### config.mk
export PLATFORM = sky130hd
export DESIGN_NAME = fasta_record_parser_flat
export DESIGN_NICKNAME = d
export VERILOG_FILES = /design/src/frp_pkg.sv /design/src/frp_if.sv /design/src/fasta_record_parser.sv /design/src/frp_parse_core.sv /design/src/frp_result_queue.sv /design/src/flat_wrapper.sv
export VERILOG_INCLUDE_DIRS = /design/src /design/src/src
export SDC_FILE = /design/constraint.sdc
export NUM_CORES = 1
export LEC_CHECK = 0
export ABC_AREA = 1
export BUFFER_PORTS_ARGS = -buffer_cell sky130_fd_sc_hd__buf_2
export CAP_MARGIN = 20
export CORE_ASPECT_RATIO = 0.75
export CORE_UTILIZATION = 40
export CTS_BUF_LIST = sky130_fd_sc_hd__clkbuf_8
export CTS_CLUSTER_DIAMETER = 30
export DETAILED_ROUTE_END_ITERATION = 10
export GPL_ROUTABILITY_DRIVEN = 0
export PLACE_DENSITY = 0.65
export SETUP_SLACK_MARGIN = 0.2
export SLEW_MARGIN = 10
export SYNTH_ARGS = -nofsm -noshare
export SYNTH_HDL_FRONTEND = slang
export SYNTH_SLANG_ARGS = --single-unit
### constraint.sdc
create_clock -name clk -period 2.3 [get_ports clk]
set_input_delay 0.115 -clock clk [delete_from_list [all_inputs] [get_ports clk]]
set_output_delay 0.115 -clock clk [all_outputs]
set_load 0.03 [all_outputs]
### src/fasta_record_parser_defines.svh
// Assertion macros shared by the FASTA record parser modules.
// Depends on nothing; the using module must declare clk and rst_n.
`ifndef FASTA_RECORD_PARSER_DEFINES_SVH
`define FASTA_RECORD_PARSER_DEFINES_SVH

`ifndef SYNTHESIS
`define FRP_ASSERT_IMP(lbl, ante, cons, msg) \
  lbl: assert property (@(posedge clk) disable iff (!rst_n) (ante) |-> (cons)) \
    else $error(msg);
`define FRP_ASSERT_NXT(lbl, ante, cons, msg) \
  lbl: assert property (@(posedge clk) disable iff (!rst_n) (ante) |=> (cons)) \
    else $error(msg);
`else
`define FRP_ASSERT_IMP(lbl, ante, cons, msg)
`define FRP_ASSERT_NXT(lbl, ante, cons, msg)
`endif

`endif

### src/frp_pkg.sv
// Shared types, codes and byte classification for the FASTA record parser.
// Depends on nothing.
package frp_pkg;

  localparam int LENGTH_BITS = 32;
  localparam int LEN_EXT_W   = (LENGTH_BITS > 32) ? LENGTH_BITS : 32;

  localparam logic [2:0] KIND_NAME   = 3'd0;
  localparam logic [2:0] KIND_DESC   = 3'd1;
  localparam logic [2:0] KIND_SEQ    = 3'd2;
  localparam logic [2:0] KIND_REC    = 3'd3;
  localparam logic [2:0] KIND_STREAM = 3'd4;
  localparam logic [2:0] KIND_ERR    = 3'd5;

  localparam logic [2:0] ERR_NO_START   = 3'd0;
  localparam logic [2:0] ERR_END_NAME   = 3'd1;
  localparam logic [2:0] ERR_END_DESC   = 3'd2;
  localparam logic [2:0] ERR_BAD_BASE   = 3'd3;
  localparam logic [2:0] ERR_EMPTY_NAME = 3'd4;
  localparam logic [2:0] ERR_EMPTY_SEQ  = 3'd5;

  localparam logic [7:0] CH_GT  = 8'h3E;
  localparam logic [7:0] CH_LF  = 8'h0A;
  localparam logic [7:0] CH_CR  = 8'h0D;
  localparam logic [7:0] CH_TAB = 8'h09;
  localparam logic [7:0] CH_SP  = 8'h20;

  typedef struct packed {
    logic [2:0]  kind;
    logic [7:0]  out_byte;
    logic [2:0]  error_code;
    logic [31:0] sequence_length;
    logic        last;
  } frp_result_t;

  // Results produced by one byte, handed from the parser to the queue.
  typedef struct packed {
    logic [1:0]  n;
    frp_result_t r0;
    frp_result_t r1;
  } frp_push_t;

  function automatic frp_result_t frp_mk(logic [2:0] kind, logic [7:0] b,
                                         logic [2:0] err, logic [31:0] len,
                                         logic last);
    frp_result_t r;
    r.kind            = kind;
    r.out_byte        = b;
    r.error_code      = err;
    r.sequence_length = len;
    r.last            = last;
    return r;
  endfunction

  function automatic logic frp_is_ws(logic [7:0] b);
    return (b == CH_LF) || (b == CH_CR) || (b == CH_TAB) || (b == CH_SP);
  endfunction

  function automatic logic frp_is_base(logic [7:0] b);
    logic       alpha;
    logic [7:0] c;
    logic       hit;
    alpha = ((b >= 8'h41) && (b <= 8'h5A)) || ((b >= 8'h61) && (b <= 8'h7A));
    c     = b | 8'h20;
    case (c)
      8'h61, 8'h63, 8'h67, 8'h75, 8'h74, 8'h6E, 8'h72, 8'h79, 8'h6B,
      8'h6D, 8'h73, 8'h77, 8'h62, 8'h64, 8'h68, 8'h76, 8'h78: hit = 1'b1;
      default: hit = 1'b0;
    endcase
    return alpha && hit;
  endfunction

  // Saturates the base count to the 32-bit reported length.
  function automatic logic [31:0] frp_sat_len(logic [LENGTH_BITS-1:0] v);
    logic [LEN_EXT_W-1:0] ext;
    ext = LEN_EXT_W'(v);
    if (ext > LEN_EXT_W'(33'h0_FFFF_FFFF)) begin
      return '1;
    end
    return ext[31:0];
  endfunction

endpackage

### src/frp_if.sv
// Channel interfaces for the FASTA record parser: byte input and result output.
// Depends on nothing.
interface frp_in_if;
  logic       valid;
  logic       ready;
  logic [7:0] data_byte;
  logic       end_of_input;

  modport source (output valid, output data_byte, output end_of_input, input ready);
  modport sink   (input valid, input data_byte, input end_of_input, output ready);
endinterface

interface frp_out_if;
  logic        valid;
  logic        ready;
  logic [2:0]  kind;
  logic [7:0]  out_byte;
  logic [2:0]  error_code;
  logic [31:0] sequence_length;
  logic        last;

  modport source (output valid, output kind, output out_byte, output error_code,
                  output sequence_length, output last, input ready);
  modport sink   (input valid, input kind, input out_byte, input error_code,
                  input sequence_length, input last, output ready);
endinterface

### src/fasta_record_parser.sv
// FASTA record parser: one input byte per cycle while the result queue has room. Bytes
// are registered, classified against the parse state and pushed to a four-entry queue.
// Each queue entry is read out as a result; a closing end of input yields two beats.
// The queue's output, one beat per cycle while ready is high, bounds the result rate.
// Synchronous active-low reset returns to awaiting a record start with an empty queue.
module fasta_record_parser import frp_pkg::*; (
  input  logic      clk,
  input  logic      rst_n,
  frp_in_if.sink    in_bus,
  frp_out_if.source out_bus
);

  frp_push_t push;
  logic      room;

  frp_parse_core u_core (
    .clk    (clk),
    .rst_n  (rst_n),
    .in_bus (in_bus),
    .room   (room),
    .push   (push)
  );

  frp_result_queue u_queue (
    .clk     (clk),
    .rst_n   (rst_n),
    .push    (push),
    .room    (room),
    .out_bus (out_bus)
  );

endmodule

### src/frp_parse_core.sv
// Input register, parse state and per-byte classification logic.
// Depends on frp_pkg, frp_if and fasta_record_parser_defines.svh.
`include "fasta_record_parser_defines.svh"

module frp_parse_core import frp_pkg::*; (
  input  logic        clk,
  input  logic        rst_n,
  frp_in_if.sink      in_bus,
  input  logic        room,
  output frp_push_t   push
);

  typedef enum logic [2:0] {
    PH_AWAIT, PH_NAME, PH_DSKIP, PH_DESC, PH_SEQ, PH_HALT
  } phase_t;

  phase_t                 phase_r, phase_nxt;
  logic                   name_seen_r, name_seen_nxt;
  logic [LENGTH_BITS-1:0] base_r, base_nxt;
  logic                   in_v_r;
  logic [7:0]             byte_r;
  logic                   eof_r;
  logic                   adv;
  logic                   ws;
  frp_push_t              calc;

  assign adv          = in_v_r && room;
  assign in_bus.ready = !in_v_r || room;
  assign ws           = frp_is_ws(byte_r);

  always_comb begin
    phase_nxt     = phase_r;
    name_seen_nxt = name_seen_r;
    base_nxt      = base_r;
    calc.n        = 2'd0;
    calc.r0       = frp_mk(KIND_NAME, 8'h00, ERR_NO_START, 32'd0, 1'b1);
    calc.r1       = frp_mk(KIND_STREAM, 8'h00, ERR_NO_START, 32'd0, 1'b1);
    case (phase_r)
      PH_AWAIT: begin
        if (eof_r) begin
          calc.n  = 2'd1;
          calc.r0 = frp_mk(KIND_STREAM, 8'h00, ERR_NO_START, 32'd0, 1'b1);
        end else if (ws) begin
        end else if (byte_r != CH_GT) begin
          calc.n    = 2'd1;
          calc.r0   = frp_mk(KIND_ERR, 8'h00, ERR_NO_START, 32'd0, 1'b1);
          phase_nxt = PH_HALT;
        end else begin
          name_seen_nxt = 1'b0;
          base_nxt      = '0;
          phase_nxt     = PH_NAME;
        end
      end
      PH_NAME: begin
        if (eof_r) begin
          calc.n    = 2'd1;
          calc.r0   = frp_mk(KIND_ERR, 8'h00, ERR_END_NAME, 32'd0, 1'b1);
          phase_nxt = PH_HALT;
        end else if (ws) begin
          phase_nxt = (byte_r == CH_LF) ? PH_SEQ : PH_DSKIP;
        end else begin
          name_seen_nxt = 1'b1;
          calc.n        = 2'd1;
          calc.r0       = frp_mk(KIND_NAME, byte_r, ERR_NO_START, 32'd0, 1'b1);
        end
      end
      PH_DSKIP, PH_DESC: begin
        if (eof_r) begin
          calc.n    = 2'd1;
          calc.r0   = frp_mk(KIND_ERR, 8'h00, ERR_END_DESC, 32'd0, 1'b1);
          phase_nxt = PH_HALT;
        end else if (byte_r == CH_LF) begin
          phase_nxt = PH_SEQ;
        end else if ((phase_r == PH_DSKIP) && (byte_r == CH_CR || byte_r == CH_TAB ||
                                               byte_r == CH_SP)) begin
        end else begin
          phase_nxt = PH_DESC;
          calc.n    = 2'd1;
          calc.r0   = frp_mk(KIND_DESC, byte_r, ERR_NO_START, 32'd0, 1'b1);
        end
      end
      PH_SEQ: begin
        if (eof_r || (byte_r == CH_GT)) begin
          calc.n = 2'd1;
          if (!name_seen_r) begin
            calc.r0   = frp_mk(KIND_ERR, 8'h00, ERR_EMPTY_NAME, 32'd0, 1'b1);
            phase_nxt = PH_HALT;
          end else if (base_r == '0) begin
            calc.r0   = frp_mk(KIND_ERR, 8'h00, ERR_EMPTY_SEQ, 32'd0, 1'b1);
            phase_nxt = PH_HALT;
          end else begin
            calc.r0       = frp_mk(KIND_REC, 8'h00, ERR_NO_START, frp_sat_len(base_r),
                                   !eof_r);
            name_seen_nxt = 1'b0;
            base_nxt      = '0;
            if (eof_r) begin
              calc.n    = 2'd2;
              phase_nxt = PH_AWAIT;
            end else begin
              phase_nxt = PH_NAME;
            end
          end
        end else if (ws) begin
        end else if (!frp_is_base(byte_r)) begin
          calc.n    = 2'd1;
          calc.r0   = frp_mk(KIND_ERR, 8'h00, ERR_BAD_BASE, 32'd0, 1'b1);
          phase_nxt = PH_HALT;
        end else begin
          if (!(&base_r)) begin
            base_nxt = base_r + LENGTH_BITS'(1);
          end
          calc.n  = 2'd1;
          calc.r0 = frp_mk(KIND_SEQ, byte_r, ERR_NO_START, 32'd0, 1'b1);
        end
      end
      PH_HALT: begin
      end
      default: begin
        phase_nxt = PH_HALT;
      end
    endcase
  end

  always_comb begin
    push   = calc;
    push.n = adv ? calc.n : 2'd0;
  end

  always_ff @(posedge clk) begin
    if (!rst_n) begin
      phase_r     <= PH_AWAIT;
      name_seen_r <= 1'b0;
      base_r      <= '0;
      in_v_r      <= 1'b0;
    end else begin
      if (adv) begin
        phase_r     <= phase_nxt;
        name_seen_r <= name_seen_nxt;
        base_r      <= base_nxt;
      end
      if (in_bus.ready) begin
        in_v_r <= in_bus.valid;
      end
    end
  end

  always_ff @(posedge clk) begin
    if (in_bus.ready && in_bus.valid) begin
      byte_r <= in_bus.data_byte;
      eof_r  <= in_bus.end_of_input;
    end
  end

  `FRP_ASSERT_IMP(a_halt_silent, phase_r == PH_HALT, push.n == 2'd0, "results after halt")
  `FRP_ASSERT_NXT(a_err_halts, push.n != 2'd0 && push.r0.kind == KIND_ERR,
                  phase_r == PH_HALT, "error did not halt the parser")
  `FRP_ASSERT_IMP(a_pair_last, push.n == 2'd2, push.r1.last && !push.r0.last,
                  "last flag misplaced in a two-result beat")
  `FRP_ASSERT_IMP(a_push_room, push.n != 2'd0, room, "push without queue room")

endmodule

### src/frp_result_queue.sv
// Four-entry result queue; takes up to two results per cycle, emits one beat.
// Depends on frp_pkg, frp_if and fasta_record_parser_defines.svh.
`include "fasta_record_parser_defines.svh"

module frp_result_queue import frp_pkg::*; (
  input  logic        clk,
  input  logic        rst_n,
  input  frp_push_t   push,
  output logic        room,
  frp_out_if.source   out_bus
);

  frp_result_t mem_r [4];
  logic [1:0]  head_r, head_nxt;
  logic [1:0]  tail_r, tail_nxt;
  logic [2:0]  cnt_r, cnt_nxt;
  logic        pop;
  frp_result_t head_q;

  assign room   = cnt_r <= 3'd2;
  assign pop    = out_bus.valid && out_bus.ready;
  assign head_q = mem_r[head_r];

  assign out_bus.valid           = cnt_r != 3'd0;
  assign out_bus.kind            = head_q.kind;
  assign out_bus.out_byte        = head_q.out_byte;
  assign out_bus.error_code      = head_q.error_code;
  assign out_bus.sequence_length = head_q.sequence_length;
  assign out_bus.last            = head_q.last;

  always_comb begin
    cnt_nxt  = cnt_r + 3'(push.n) - 3'(pop);
    tail_nxt = tail_r + push.n;
    head_nxt = head_r + 2'(pop);
  end

  always_ff @(posedge clk) begin
    if (!rst_n) begin
      cnt_r  <= 3'd0;
      head_r <= 2'd0;
      tail_r <= 2'd0;
    end else begin
      cnt_r  <= cnt_nxt;
      head_r <= head_nxt;
      tail_r <= tail_nxt;
    end
  end

  always_ff @(posedge clk) begin
    if (push.n != 2'd0) begin
      mem_r[tail_r] <= push.r0;
    end
    if (push.n == 2'd2) begin
      mem_r[tail_r + 2'd1] <= push.r1;
    end
  end

  `FRP_ASSERT_IMP(a_cnt_bound, 1'b1, cnt_r <= 3'd4, "queue count out of range")
  `FRP_ASSERT_IMP(a_no_overflow, push.n != 2'd0, cnt_r <= 3'd2, "queue overflow")
  `FRP_ASSERT_NXT(a_pop_count, pop && push.n == 2'd0, cnt_r == $past(cnt_r) - 3'd1,
                  "pop did not drain the queue")

endmodule

### src/flat_wrapper.sv
// flat-port wrapper written by rule: the top's interface ports become plain ports
module fasta_record_parser_flat import frp_pkg::*;
  (clk, rst_n, in_bus_valid, in_bus_data_byte, in_bus_end_of_input, in_bus_ready, out_bus_valid, out_bus_kind, out_bus_out_byte, out_bus_error_code, out_bus_sequence_length, out_bus_last, out_bus_ready);
  frp_in_if in_bus_i ();
  frp_out_if out_bus_i ();
  input  logic clk;
  input  logic rst_n;
  input wire logic [$bits(in_bus_i.valid)-1:0] in_bus_valid;
  input wire logic [$bits(in_bus_i.data_byte)-1:0] in_bus_data_byte;
  input wire logic [$bits(in_bus_i.end_of_input)-1:0] in_bus_end_of_input;
  output wire logic [$bits(in_bus_i.ready)-1:0] in_bus_ready;
  output wire logic [$bits(out_bus_i.valid)-1:0] out_bus_valid;
  output wire logic [$bits(out_bus_i.kind)-1:0] out_bus_kind;
  output wire logic [$bits(out_bus_i.out_byte)-1:0] out_bus_out_byte;
  output wire logic [$bits(out_bus_i.error_code)-1:0] out_bus_error_code;
  output wire logic [$bits(out_bus_i.sequence_length)-1:0] out_bus_sequence_length;
  output wire logic [$bits(out_bus_i.last)-1:0] out_bus_last;
  input wire logic [$bits(out_bus_i.ready)-1:0] out_bus_ready;
  assign in_bus_i.valid = in_bus_valid;
  assign in_bus_i.data_byte = in_bus_data_byte;
  assign in_bus_i.end_of_input = in_bus_end_of_input;
  assign in_bus_ready = in_bus_i.ready;
  assign out_bus_valid = out_bus_i.valid;
  assign out_bus_kind = out_bus_i.kind;
  assign out_bus_out_byte = out_bus_i.out_byte;
  assign out_bus_error_code = out_bus_i.error_code;
  assign out_bus_sequence_length = out_bus_i.sequence_length;
  assign out_bus_last = out_bus_i.last;
  assign out_bus_i.ready = out_bus_ready;
  fasta_record_parser u_core (.clk(clk), .rst_n(rst_n), .in_bus(in_bus_i), .out_bus(out_bus_i));
endmodule
After elaboration in Yosys (flattened, before gate mapping)
Memory sizes are Yosys's and may differ from the RTL's. A register that Yosys moved wholly into a read port is not among the register bits.
Index checks and enable logic that the tools add are counted.
{"block": "totals", "reg_bits": 53, "mem_bits_rw": 188, "input_bits": 13, "output_inout_bits": 49, "word_cells": 164, "n_memories": 1}
{"block": "classes", "addsub": 6, "n_lt_le_gt_ge": 6, "eq_ne": 43, "n_mux": 69, "n_bitwise": 1, "n_reduce_logical": 29}
{"memory": "u_core.u_queue.mem_r", "depth": 4, "word_bits": 47, "read_ports": 1, "rd_ports_with_merged_regs": 1, "wr": 2, "line_no": "frp_result_queue.sv:13", "source": "frp_result_t mem_r [4];"}
{"operator": "two-way mux 48 bit", "n": 9}
{"operator": "two-way mux 32 bit", "n": 11}
{"operator": "case mux 49 bit (4 select lines)", "n": 1}
{"operator": "two-way mux 47 bit", "n": 3}
{"operator": "equality test 7 x 6 -> 1 bit (second input constant)", "n": 17}
{"operator": "case mux 32 bit (2 select lines)", "n": 1}
{"operator": "two-way mux 49 bit", "n": 1}
{"operator": "two-way mux 3 bit", "n": 14}
{"operator": "adder 32 x 1 -> 32 bit (second input constant)", "n": 1}
{"operator": "> comparator 32 bit (second input constant)", "n": 1}
{"operator": "zero test 32 bit", "n": 1}
{"operator": "AND reduction 32 bit", "n": 1}
{"operator": "equality test 8 x 4 -> 1 bit (second input constant)", "n": 3}
{"operator": "two-way mux 1 bit", "n": 22}
{"operator": "!= test 3 bit (second input constant)", "n": 7}
{"operator": "OR reduction 17 bit", "n": 1}
{"operator": "equality test 8 x 6 -> 1 bit (second input constant)", "n": 2}
{"operator": "greater-or-equal comparator 8 x 7 -> 1 bit (second input constant)", "n": 2}
{"operator": "<= comparator 8 x 7 -> 1 bit (second input constant)", "n": 2}
{"operator": "AND reduction 8 bit", "n": 2}
{"operator": "case mux 3 bit (5 select lines)", "n": 1}
{"operator": "!= test 2 bit (second input constant)", "n": 6}
{"operator": "two-way mux 2 bit", "n": 5}
{"operator": "AND reduction 10 bit", "n": 1}
{"operator": "21 further kinds", "n": 39}

Longest topological paths before layout
{"block": "depth", "word_depth": 16, "depth_mapped": 19, "depth_no_buf": 19}

Hierarchy
A second synthesis with hierarchy kept.
{"block": "unflattened", "cells_unflattened": 1722, "hier_area_um2": 13663.1}
{"mod": "frp_result_queue", "instances": 1, "cells_per_inst": 985, "area_each_um2": 9415.3, "seq_area_each_um2": 5785.5}
{"mod": "frp_parse_core", "instances": 1, "cells_per_inst": 737, "area_each_um2": 4247.8, "seq_area_each_um2": 1011.0}

Least setup slack after synthesis
Ideal clock, no wire load.
{"block": "synth_path", "kind": "flip-flop to flip-flop", "from": "register u_core.u_core.base_r[0]", "to": "register u_core.u_queue.cnt_r[2]", "setup_ns": 0.128, "arrival_time_ns": 2.287, "required_ns": 2.172, "setup_slack_ns": -0.115, "path_stages_with_launch": 20, "n_path_buf": 0, "period_less_slack_ns": 2.415, "cell_sequence": "dfxtp_1 -> inv_1 -> ha_1 -> inv_1 -> nor2_1 -> nand2_1 -> nor2_1 -> nand2_2 -> nand3_1 -> nand2_1 -> nand3_1 -> nand2_2 -> ha_1 -> inv_1 -> ha_1 -> inv_1 -> fa_1 -> xor2_1 -> inv_1 -> nor2_1"}
{"block": "synth_between", "elab_chain_cells": 8}
{"element": "from (decl)", "line_no": "frp_parse_core.sv:19", "source": "logic [LENGTH_BITS-1:0] base_r, base_nxt;"}
{"element": "from (signal assigned)", "line_no": "frp_parse_core.sv:139", "source": "base_r <= base_nxt;"}
{"element": "zero test 32 bit", "line_no": "frp_parse_core.sv:88", "source": "end else if (base_r == '0) begin"}
{"element": "two-way mux 2 bit", "line_no": "frp_parse_core.sv:88"}
{"element": "two-way mux 2 bit", "line_no": "frp_parse_core.sv:85", "source": "if (!name_seen_r) begin"}
{"element": "two-way mux 49 bit", "line_no": "frp_parse_core.sv:83", "source": "if (eof_r || (byte_r == CH_GT)) begin"}
{"element": "case mux 49 bit (4 select lines)", "line_no": "frp_parse_core.sv:38", "source": "case (phase_r)"}
{"element": "two-way mux 2 bit", "line_no": "frp_parse_core.sv:126", "source": "push.n = adv ? calc.n : 2'd0;"}
{"element": "adder 3 x 2 -> 3 bit", "line_no": "frp_result_queue.sv:32", "source": "cnt_nxt = cnt_r + 3'(push.n) - 3'(pop);"}
{"element": "subtractor 3 x 1 -> 3 bit", "line_no": "frp_result_queue.sv:32"}
{"element": "to (signal assigned)", "line_no": "frp_result_queue.sv:43", "source": "cnt_r <= cnt_nxt;"}
{"element": "to (decl)", "line_no": "frp_result_queue.sv:16", "source": "logic [2:0] cnt_r, cnt_nxt;"}
No other way between the ends.
A chain may end at the register's enable or synchronous reset.

==> results.toml <==
[die]
num_rows = 56
die_h_um = 157.9
initial_core_util_pct = 41.04
die_x_um = 209.9
core_area_um2 = 31600
io_pins = 62
die_area_um2 = 33150

[sta]
slew_viol_final = 0
hold_ws_ns = 0.2288
rsz0062_at_grt = "yes"
setup_viol = 193
tightest_slew_ns = 0.8342
relSlewSlack_pct = 44.25
period_needed_ns = 2.531
fin_ws_ns = -0.2314
min_period_over_period_pct = 110.1
clock_skew_ns = 0.04811
finalHoldViolCount = 0
max_freq_mhz = 395.0

[global_routing]
grtUsageMet3_pct = 5.554
grt_pass1_vias = 13720
antenna_found_initial = 0
grt_util_met2_pct = 44.08
gr-usage-met1_pct = 38.80
grtUsageTotal_pct = 28.22
overflow = 0
grt_pass1_wl_um = 74380
grt_max_degree = 71
top_usage_layer = "met2"

[min_path]
hold_start = "in_bus_data_byte[4]"
hp-class = "input pin to flip-flop"
min_to = "u_core.u_core.byte_r[4]"
worst_hold_path.num_cells = 2

[setup_path]
path_cells = "buf_4 -> nand2_1 -> nor2_2 -> nand2_2 -> nand2_1 -> nand2_1 -> o21ai_1 -> nand3_2 -> nand2_2 -> buf_6 -> buf_12 -> nand2_8 -> buf_6 -> buf_6 -> nand2_8 -> buf_12 -> nand2_2 -> nand2_1 -> nor2_1"
worstReg2RegEnd = "u_core.u_queue.mem_r[3][39]"
cp.arrival_ns = 3.02
critPathTopFamily = "simple AND/OR/NAND/NOR gates"
worst_path_max_delay_cell = "edfxtp_1"
crit_type = "flip-flop to flip-flop"
crit_top_cell = "nand2_1"
critPathRequiredTime_ns = 2.79
reg2reg_depth = 19
worstPathMaxFanout = 6
r2r_start = "u_core.u_core.byte_r[3]"
max_stage_delay_ns = 0.37
crit_buf_inv = 6
crit_path_start = "u_core.u_core.byte_r[3]"
rrSetupSlack_ns = -0.23
startpoint_type = "flip-flop"
end_kind = "flip-flop"

[cells_and_area]
drive_above_1_share_pct = 35.25
fill_cells = 2475
n_antenna_cell = 0
stdcell_count = 2767
syn_to_final_growth_pct = 54.93
final_nets = 2312

[cts]
clkSlewWorstSetupHoldPaths_ns = 0.06
root_buffer = "clkbuf_8"
clkSinkCount = 241
worstSkewPairLatency_ns = 0.63
numCtsBuffers = 52
cts_max_level = 2
clk_path_buf_depth = 3
cts_tree = "yes"

[outcome]
violations = "setup timing"
status = "finished, violations left"

[synthesis]
yosysWarnings = 0
ys_seq_area_share_pct = 37.90
postSynthAreaPerCell_um2 = 6.363
synth_area_um2 = 12970
ys_types = 42
synth-seq-cells = 241
synthesis.instances = 2038
syn_nets = 2059

[place]
dp_hpwl_um = 26030
place_ws_ns = -0.1656
place.port_buffers = 61
post-place-cells = 2539

[job]
drv_cap = 0

[detailed_routing]
drc_errors = 0
ant_nets = 0
wl_um = 54030
vias = 15700
viasPerCell = 5.675
drtIter0Drc = 1933
wl_per_cell_um = 19.53
first_pass_iters = 6

[pwr]
peakVddDrop_mv = 0.5889
p_leak_nw = 9.329
total_power_mw = 23.27
power.density_nw_per_um2 = 1158
-- final cells by class --
class / count / area (um2) / share of cell area [%]
clock buffers: 62 / 853.3 / 4.247
clock inverters: 33 / 384.1 / 1.912
inverters: 145 / 564.3 / 2.808
multi-input cells: 1519 / 8777 / 43.68
flip-flops and latches: 241 / 4921 / 24.49
well taps: 435 / 544.3 / 2.709
repair buffers: 332 / 4049 / 20.15
-- per-stage QoR --
stage / util, % / TNS (ns) / area (um2)
after floorplan: - / -0.04605 / 13010
after detailed placement: 46.15 / -0.5630 / 14580
after CTS: 56.45 / -0.9234 / 17840
after global routing: 63.58 / -43.25 / 20090
after global placement: 46.15 / -0.1162 / 14580
final: 63.58 / -21.63 / 20090
-- cells in the final DEF, fill, tap and decap left out, types with 12 or more instances in the layout --
master / count
a21oi_4: 15
nor2_1: 381
dlygate4sd3_1: 12
a21oi_1: 100
buf_6: 30
nor2_4: 23
o22ai_1: 34
buf_2: 53
nor2_2: 24
buf_12: 41
buf_16: 31
nor3_1: 29
o21ai_0: 91
dfxtp_1: 229
a21oi_2: 86
nand3_2: 114
inv_2: 23
inv_1: 126
nand2_4: 19
buf_4: 139
xor2_1: 14
nand3_1: 114
o21ai_1: 14
nand2_1: 333
nand2_2: 61
clkbuf_8: 62
clkbuf_16: 20
-- cells by family (layout without fill, tap and decap cells) --
| logic type | after synthesis | after routing | synth area share (%) |
|---|---|---|---|
| buffers and inverters | 283 | 572 | 9.223 |
| AOI/OAI and AO/OA | 355 | 355 | 14.48 |
| and+or+nand+nor | 1134 | 1139 | 36.42 |
| adders and majority gates | 8 | 8 | 0.8297 |
| DFF | 241 | 241 | 37.90 |
| xor gates and xnor gates | 17 | 17 | 1.148 |
-- synth_stat cells, drive strengths merged --
cell type  number  share of area, %
fa              1              0.15
clkinv          2             0.058
nor3b           1             0.058
and2            6              0.29
a21oi         201               7.9
nand4           8              0.39
dfxtp         232                36
nor4            1             0.048
a211oi          3              0.17
ha              7              0.68
inv           143               4.1
a31oi           1             0.048
nor2          428                13
nand3         237               9.3
buf            80               3.3
o21ai         110               4.3
xnor2           2              0.14
o22ai          36               1.7
nor3           34               1.4
o211ai          2              0.12
nand2         418                12
clkbuf         58               1.7
a21boi          2              0.20
edfxtp          9               2.1
xor2           15               1.0
nand3b          1             0.058
-- report_power, final --
group          switching (mW)  leakage, nW  internal, mW
sequential              0.943         2.00          5.62
clock                    2.16        0.642          3.37
combinational            6.77         6.68          4.41
total                    9.87         9.33          13.4
-- state kept, by name (all words and copies together) (netlist names) --
name	flops
u_core.u_queue.mem_r	188
u_core.u_core.base_r	32
u_core.u_core.byte_r	8
u_core.u_core.phase_r	3
u_core.u_queue.cnt_r	3
u_core.u_queue.head_r	2
u_core.u_queue.tail_r	2
u_core.u_core.eof_r	1
u_core.u_core.in_v_r	1
u_core.u_core.name_seen_r	1
-- worst max-delay path by stage --
stage | to | slack [ns] | cells after the start
after floorplan | u_core.u_queue.cnt_r[2] | -0.03 | 17
after global placement | u_core.u_queue.cnt_r[2] | -0.07 | 17
after detailed placement | u_core.u_queue.cnt_r[2] | -0.17 | 17
after CTS | u_core.u_queue.cnt_r[2] | -0.05 | 17
after global routing | u_core.u_queue.mem_r[3][44] | -0.32 | 19
final | u_core.u_queue.mem_r[3][39] | -0.23 | 19
-- metal layers --
layer | share of wire [%] | routed length, um | vias up
li1 | - | - | 7171
met1 | 41 | 22000 | 7292
met2 | 43 | 23490 | 1020
met3 | 12 | 6351 | 219
met4 | 4.0 | 2187 | 0
met5 | 0 | 0 | -
-- repair_timing --
item                                    in CTS  in global routing
gates cloned                                32                 26
endpoints found under the hold margin       23                  0
hold buffers                                12                  0
setup buffers                               44                 19
resized for setup                          198                357
pin swaps                                   29                138
endpoints found under the setup margin     259                259
(Power assumes the default switching activity.)
